$ cat config.mk
export PLATFORM = sky130hd
export DESIGN_NAME = hsa_ctrl
export DESIGN_NICKNAME = d
export VERILOG_FILES = /design/src/rtl/hsa_pkg.sv /design/src/rtl/hsa_ctrl.sv
export SDC_FILE = /design/constraint.sdc
export NUM_CORES = 1
export LEC_CHECK = 0
export BUFFER_PORTS_ARGS = -buffer_cell sky130_fd_sc_hd__buf_2
export CORE_UTILIZATION = 51
export CTS_BUF_LIST = sky130_fd_sc_hd__clkbuf_8
export DETAILED_ROUTE_END_ITERATION = 8
export GPL_ROUTABILITY_DRIVEN = 0
export PLACE_DENSITY = 0.78
export SYNTH_ARGS = -nofsm -noshare
export SYNTH_HDL_FRONTEND = slang
export SYNTH_SLANG_ARGS = --single-unit
$ cat constraint.sdc
create_clock -name clk -period 7.25 [get_ports clk]
set_input_delay 0.3625 -clock clk [delete_from_list [all_inputs] [get_ports clk]]
set_output_delay 0.3625 -clock clk [all_outputs]
set_load 0.02 [all_outputs]
$ cat src/rtl/hsa_pkg.sv
// ----------------------------------------------------------------------------
// hsa_pkg
// Types, constants and helpers shared by the handle slot allocator.
// ----------------------------------------------------------------------------
package hsa_pkg;

	localparam int SLOTS       = 256;
	localparam int HANDLE_BITS = 24;
	localparam int IDX_BITS    = $clog2(SLOTS);
	localparam int PORT_BITS   = 24;
	localparam int CMP_BITS    = (HANDLE_BITS > PORT_BITS) ? HANDLE_BITS : PORT_BITS;

	typedef logic [HANDLE_BITS-1:0] hnd_t;
	typedef logic [IDX_BITS-1:0]    idx_t;
	typedef logic [PORT_BITS-1:0]   phnd_t;
	typedef logic [31:0]            val_t;

	localparam hnd_t HMASK   = '1;
	localparam hnd_t HND_ONE = hnd_t'(1);
	localparam idx_t IDX_LAST = idx_t'(SLOTS - 1);

	typedef enum logic [1:0] {
		ACT_ALLOC  = 2'd0,
		ACT_FREE   = 2'd1,
		ACT_LOOKUP = 2'd2,
		ACT_NONE   = 2'd3
	} act_t;

	typedef enum logic [1:0] {
		STAT_OK      = 2'd0,
		STAT_NOMATCH = 2'd1,
		STAT_FULL    = 2'd2,
		STAT_RSVD    = 2'd3
	} stat_t;

	typedef enum logic {
		S_IDLE,
		S_PROBE
	} fsm_t;

	// one table entry
	typedef struct packed {
		hnd_t handle;
		val_t entry;
	} slot_t;

	// controller to table
	typedef struct packed {
		idx_t rd_addr;
		logic wr_en;
		logic used_set;
		logic used_clr;
		idx_t wr_addr;
	} tbl_cmd_t;

	// table to controller, registered: valid in the cycle after rd_addr
	typedef struct packed {
		logic  used;
		slot_t data;
	} tbl_rsp_t;

	// successor handle, skipping the reserved zero
	function automatic hnd_t next_handle(hnd_t h);
		return (h == HMASK) ? HND_ONE : hnd_t'(h + HND_ONE);
	endfunction

endpackage

$ cat src/rtl/hsa_ctrl.sv
// ----------------------------------------------------------------------------
// hsa_ctrl
// Sequencer: issues slot reads, probes on allocate, commits, holds result.
// ----------------------------------------------------------------------------
module hsa_ctrl
	import hsa_pkg::*;
(
	input  logic        clk,
	input  logic        arst_n,
	input  logic        in_valid,
	output logic        in_stall,
	input  logic [1:0]  action,
	input  phnd_t       handle_in,
	input  val_t        entry_value,
	output logic        out_valid,
	input  logic        out_stall,
	output logic [1:0]  status,
	output phnd_t       handle_out,
	output val_t        entry_out,
	output tbl_cmd_t    cmd,
	output slot_t       wr_data,
	input  tbl_rsp_t    rsp
);

	fsm_t  state_q, state_d;
	act_t  act_q;
	phnd_t hin_q;
	val_t  val_q;
	hnd_t  cand_q, cand_d;
	idx_t  cnt_q, cnt_d;
	hnd_t  seed_q, seed_d;
	logic  accept, load, match, out_free;
	stat_t res_status;
	phnd_t res_handle;
	val_t  res_entry;

	logic  out_valid_q;
	stat_t status_q;
	phnd_t handle_q;
	val_t  entry_q;

	assign out_free = !out_valid_q || !out_stall;
	assign match    = rsp.used &&
	                  (CMP_BITS'(rsp.data.handle) == CMP_BITS'(hin_q));
	assign accept   = in_valid && !in_stall;
	assign wr_data  = '{handle: cand_q, entry: val_q};

	always_comb begin
		state_d      = state_q;
		cand_d       = cand_q;
		cnt_d        = cnt_q;
		seed_d       = seed_q;
		in_stall     = (state_q != S_IDLE);
		load         = 1'b0;
		res_status   = STAT_NOMATCH;
		res_handle   = hin_q;
		res_entry    = '0;
		cmd.rd_addr  = idx_t'(hin_q);
		cmd.wr_en    = 1'b0;
		cmd.used_set = 1'b0;
		cmd.used_clr = 1'b0;
		cmd.wr_addr  = idx_t'(hin_q);
		unique case (state_q)
			S_IDLE: begin
				if (act_t'(action) == ACT_ALLOC) begin
					cmd.rd_addr = idx_t'(seed_q);
				end else begin
					cmd.rd_addr = idx_t'(handle_in);
				end
				if (in_valid) begin
					state_d = S_PROBE;
					cand_d  = seed_q;
					cnt_d   = '0;
				end
			end
			S_PROBE: begin
				if (act_q == ACT_ALLOC) begin
					cmd.rd_addr = idx_t'(cand_q);
					cmd.wr_addr = idx_t'(cand_q);
					if (!rsp.used) begin
						res_status = STAT_OK;
						res_handle = phnd_t'(cand_q);
						if (out_free) begin
							load         = 1'b1;
							cmd.wr_en    = 1'b1;
							cmd.used_set = 1'b1;
							seed_d       = next_handle(cand_q);
							state_d      = S_IDLE;
						end
					end else if (cnt_q == IDX_LAST) begin
						res_status = STAT_FULL;
						res_handle = '0;
						if (out_free) begin
							load    = 1'b1;
							state_d = S_IDLE;
						end
					end else begin
						// slot taken: try the next candidate
						cand_d      = next_handle(cand_q);
						cnt_d       = idx_t'(cnt_q + idx_t'(1));
						cmd.rd_addr = idx_t'(next_handle(cand_q));
					end
				end else begin
					if ((act_q == ACT_FREE || act_q == ACT_LOOKUP) && match) begin
						res_status = STAT_OK;
						res_entry  = rsp.data.entry;
					end
					if (out_free) begin
						load         = 1'b1;
						cmd.used_clr = (act_q == ACT_FREE) && match;
						state_d      = S_IDLE;
					end
				end
			end
			default: begin
				state_d = S_IDLE;
			end
		endcase
	end

	always_ff @(posedge clk or negedge arst_n) begin
		if (!arst_n) begin
			state_q     <= S_IDLE;
			seed_q      <= HND_ONE;
			out_valid_q <= 1'b0;
		end else begin
			state_q <= state_d;
			seed_q  <= seed_d;
			if (load) begin
				out_valid_q <= 1'b1;
			end else if (!out_stall) begin
				out_valid_q <= 1'b0;
			end
		end
	end

	always_ff @(posedge clk) begin
		cand_q <= cand_d;
		cnt_q  <= cnt_d;
		if (accept) begin
			act_q <= act_t'(action);
			hin_q <= handle_in;
			val_q <= entry_value;
		end
		if (load) begin
			status_q <= res_status;
			handle_q <= res_handle;
			entry_q  <= res_entry;
		end
	end

	assign out_valid  = out_valid_q;
	assign status     = status_q;
	assign handle_out = handle_q;
	assign entry_out  = entry_q;

endmodule

* Word-level counts from Yosys, hierarchy flattened
Cells that the tools add are included.
** Operators by class
- Mux-type cells :: 43
- Bitwise gates (word level) :: 3
- Eq/ne operators :: 10
- Reductions and logical operators :: 14
- $add $sub $neg :: 2
** Operator list (count)
- two-way mux 24 bit :: 9
- two-way mux 8 bit :: 8
- case mux 24 bit (2 select lines) :: 1
- case mux 8 bit (2 select lines) :: 2
- adder 24 x 1 -> 24 bit, second input constant :: 1
- equality test 24 bit :: 1
- equality test 24 bit, second input constant :: 1
- two-way mux 1 bit :: 15
- two-way mux 11 bit :: 1
- two-way mux 10 bit :: 1
- two-way mux 2 bit :: 5
- adder 8 x 1 -> 8 bit, second input constant :: 1
- equality test 8 bit, second input constant :: 1
- AND reduction 4 bit :: 2
- inequality test 2 bit, second input constant :: 3
- logical AND 1 bit :: 4
- logical NOT 2 bit :: 2
- inequality test 2 x 1 -> 1 bit, second input constant :: 2
- logical NOT 1 bit :: 3
- inverter 1 bit :: 3
- OR reduction 3 bit :: 1
- equality test 2 x 1 -> 1 bit, second input constant :: 1
- equality test 2 bit, second input constant :: 1
- logical OR 1 bit :: 2
- case mux 1 bit (2 select lines) :: 1
** Word-level totals
- Flip-flop bits (word level) :: 174
- Input bits :: 119

* Logic depth before layout (Yosys ltp)
- Depth after elaboration :: 8
- Mapped depth :: 9
- Gate-level depth less buffers :: 8

* Least setup slack after synthesis
Ideal clock, no wire load.
- Kind :: register to register
- Start :: register state_q (netlist: in_stall)
- End :: register cand_q[0], enable pin
- Arrival time :: 4.089 ns
- Setup slack :: 2.773 ns
- Stages on the path, launching flop included :: 4
- Clock period less this slack :: 4.477 ns
- Data required time :: 6.862 ns
- Cells stage by stage :: dfrtp_1 -> clkbuf_1 -> nor2b_1 -> a21o_1
** On the way
- Longest elaborated chain between the ends :: 3
- Elaborated cells between the ends (all ways) :: 6
** RTL lines
- start, declared :: RTL line hsa_ctrl.sv:25 : fsm_t state_q, state_d;
- start signal, assigned :: RTL line hsa_ctrl.sv:127 : state_q <= state_d;
- inverter 1 bit (no source line)
- inequality test 2 bit (no source line)
- AND reduction 4 bit (no source line) (*)
- end signal, assigned :: RTL line hsa_ctrl.sv:138 : cand_q <= cand_d;
- end, declared :: RTL line hsa_ctrl.sv:29 : hnd_t cand_q, cand_d;
Mark *: on every way between the ends. The rest lies on a longest branch, timed or not.
A chain may end at the register's enable or synchronous reset.

==> metrics.md <==
| Metric | Value |
|---|---|
| Status | `complete, no violations` |
| Fraction of the mapped netlist area in simple logic gates | `12.3%` |
| Post-synth EDFFs | `148` |
| Vias in the first global route | `5429` |
| H-tree depth | `4` |
| Pwr per Cell Area | `392 mW/mm2` |
| Gr ovfl total | `0` |
| Post-DP HPWL | `14900 um` |
| Final setup fails | `0` |
| Sequential fraction of the synthesis area | `68.0%` |
| Unrepaired setup endpoints after global routing | `no` |
| Final Hold Viols | `0` |
| Placeable Area | `0.0141 mm2` |
| Pins Over Slew Limit | `0` |
| Clock transition at the registers of the reported paths | `0.10 ns` |
| Nature of the critical path endpoint | `output port` |
| Slew @ Worst Pin | `1.21 ns` |
| Hold path endpoint | `val_q[19]` |
| Leak pwr | `0.00390 uW` |
| CTS root buffer | `clkbuf_8` |
| Die W | `123 um` |
| Die area | `0.0152 mm2` |
| IO Count | `254` |
| Adder-cell share of the synthesized area | `0.668%` |
| Synth Instances | `574` |
| Row cnt | `43` |
| Clock latency on the worst-skew pair | `0.45 ns` |
| Drt drc | `0` |
| Routed WL per cell | `19.9 um` |
| Nets@finish | `947` |
| Hold Path Depth | `1` |
| Hold crit path type | `input pin to register` |
| Avg Cell Area, Syn | `13.1 um2` |
| Total number of vias | `5602` |
| Setup Crit Path Kind | `register to output port` |
| Type of origin of the critical path | `register` |
| # Max-Cap Violations | `0` |
| GRT Total Usage | `26.9%` |
| WP data required | `6.89 ns` |
| Reg-to-Reg Start | `in_stall` |
| Crit Reg-Reg Endpoint | `entry_out[11]` |
| Seq cells post-synth | `174` |
| Worst reg2reg path depth | `6` |
| Antenna-violating nets left | `0` |
| TritonCTS buffer count | `17` |
| Combinational family with the most area after synthesis | `simple AND/OR/NAND/NOR gates` |
| Final Skew | `0.0105 ns` |
| Initial core utilization | `53.1%` |
| Complex-gate fraction of the synthesized area | `8.82%` |
| Post-cts sizing count | `0` |
| IO buf count | `253` |
| Post-synthesis mux area share | `1.12%` |
| Ys async rst share | `14.9%` |
| Fmax | `257 MHz` |
| Post-synth net total | `697` |
| TNS Setup | `0 ns` |
| Post-Synth XOR/XNOR Area | `6.20%` |
| Syn Std Cell Area | `0.00749 mm2` |
| Worst-path fanout max | `39` |
| Clock tree buffer depth | `2` |
| Most used DFF post-synth | `edfxtp_1` |
| Hold path startpoint | `entry_value[19]` |
| Area grow syn2layout | `24.5%` |
| Iteration-0 DRC Markers | `657` |
| Num Clock Sinks | `174` |
| Syn. warnings | `0` |
| Via density per instance | `5.50` |
| Initial antenna violation count | `2` |
| First-pass GRT wire length | `29800 um` |
| CTS tree | `done` |
| Most common cell after layout, fill and taps aside | `buf_2` |
| Top cell type's share of synthesized area | `59.3%` |
| Synth area leader | `edfxtp_1` |
| Count of cell types in the netlist | `44` |
| Die Height | `123 um` |
| Largest net degree at the start of global routing | `59` |
| Fraction of layout cells with a size suffix above 1 | `36.0%` |
| Util after Layout | `66.1%` |
| R2r setup slk | `3.74 ns` |
| Worst path arrival time | `3.52 ns` |
| DR pass1 iterations | `5` |
| Peak supply drop | `246 uV` |
| WL final | `20300 um` |
| Slew margin rel. | `19.0%` |
| Most frequent cells in the layout | `253 x buf_2, 148 x edfxtp_1, 75 x nand2_1` |
| Period utilisation layout | `53.6%` |
| Hold buffers post-CTS | `1` |
| Fin crit period | `3.88 ns` |
| Post-CTS Setup Bufs | `0` |
| Synth area leaders | `edfxtp_1 59%, dfrtp_1 8.4%, nand2_1 3.8%` |
[flip-flops by register name, summed over array words and instances, names as in the netlist]
register    flops
entry_out      32
val_q          32
cand_q         24
handle_out     24
hin_q          24
seed_q         24
cnt_q           8
act_q           2
status          2
in_stall        1
out_valid       1
[cells by family after synthesis]
logic type / Yosys count
and+or+nand+nor: 188
DFF: 174
AOI/OAI and AO/OA: 100
xor gates and xnor gates: 53
buffers and inverters: 47
muxes: 8
adders and majority gates: 4
[worst max-delay path by stage]
stage              from             to  slack (ns)
5_1_grt        in_stall        cmd[10]        3.09
6_report       in_stall        cmd[10]        3.37
2_1_floorplan  in_stall      cand_q[0]        2.77
4_1_cts        in_stall        cmd[10]        3.38
3_3_place_gp   in_stall  entry_out[29]        3.90
3_5_place_dp   in_stall  entry_out[11]        3.77
[through the flow]
step / instance area (um2) / total power (uW) / instances / setup slack, ns / hold WS, ns
2_1_floorplan: 7490 / 2500 / 574 / 2.77 / 0.0669
3_3_place_gp: 8900 / 2920 / 984 / 3.90 / 0.404
3_5_place_dp: 8900 / 2970 / 984 / 3.77 / 0.430
4_1_cts: 9320 / 3660 / 1017 / 3.38 / 0.0504
5_1_grt: 9320 / 3830 / 1019 / 3.09 / 0.0467
6_report: 9320 / 3660 / 1019 / 3.37 / 0.0742
[layout make-up]
type	count	area [um2]
fillers	1093	4770
flip-flops and latches	174	5100
inverters	19	71.3
clock buffers	17	234
diodes	2	5.00
clock inverters	15	171
repair buffers	259	1310
well taps	180	225
multi-input cells	353	2210
[power by group]
part	internal (uW)	total (uW)	switching (uW)
logic	397	1220	821
registers	1500	1740	245
clock network	340	694	354
[worst max-delay path, stage by stage (launching register included)]
cell and delay, ns:
dfrtp_1 0.60, buf_4 0.43, nand2_1 0.27, nor2_1 0.15, buf_4 0.30, nand2_1 0.64
inv_2 0.42, buf_2 0.24
[Yosys cell counts (2+ instances only)]
cell type	n
nor2b_1	5
or2_2	3
dfrtp_1	25
edfxtp_1	148
nor3_1	7
ha_1	4
nand3_1	8
xnor2_1	24
o21ai_0	29
a211oi_1	2
buf_4	3
buf_2	2
a22o_1	24
buf_6	3
and2_1	35
o31ai_1	4
o22ai_1	13
mux2i_1	5
o221ai_1	3
nand4_1	4
a21oi_1	13
nand4_2	2
inv_1	18
nor2_1	30
xor2_1	29
nor4_1	9
mux2_2	3
clkbuf_1	19
a31oi_1	7
or4_1	2
and3_1	4
nand2_1	75
[metal layers]
layer  wire length, um  GRT usage, %  vias up
met5                 0             0        -
met4               461          10.6        0
met3              1790          6.46       36
met2             10300          44.8      312
met1              7760          33.9     2674
li1                  -             -     2580
(Power assumes the default switching activity.)
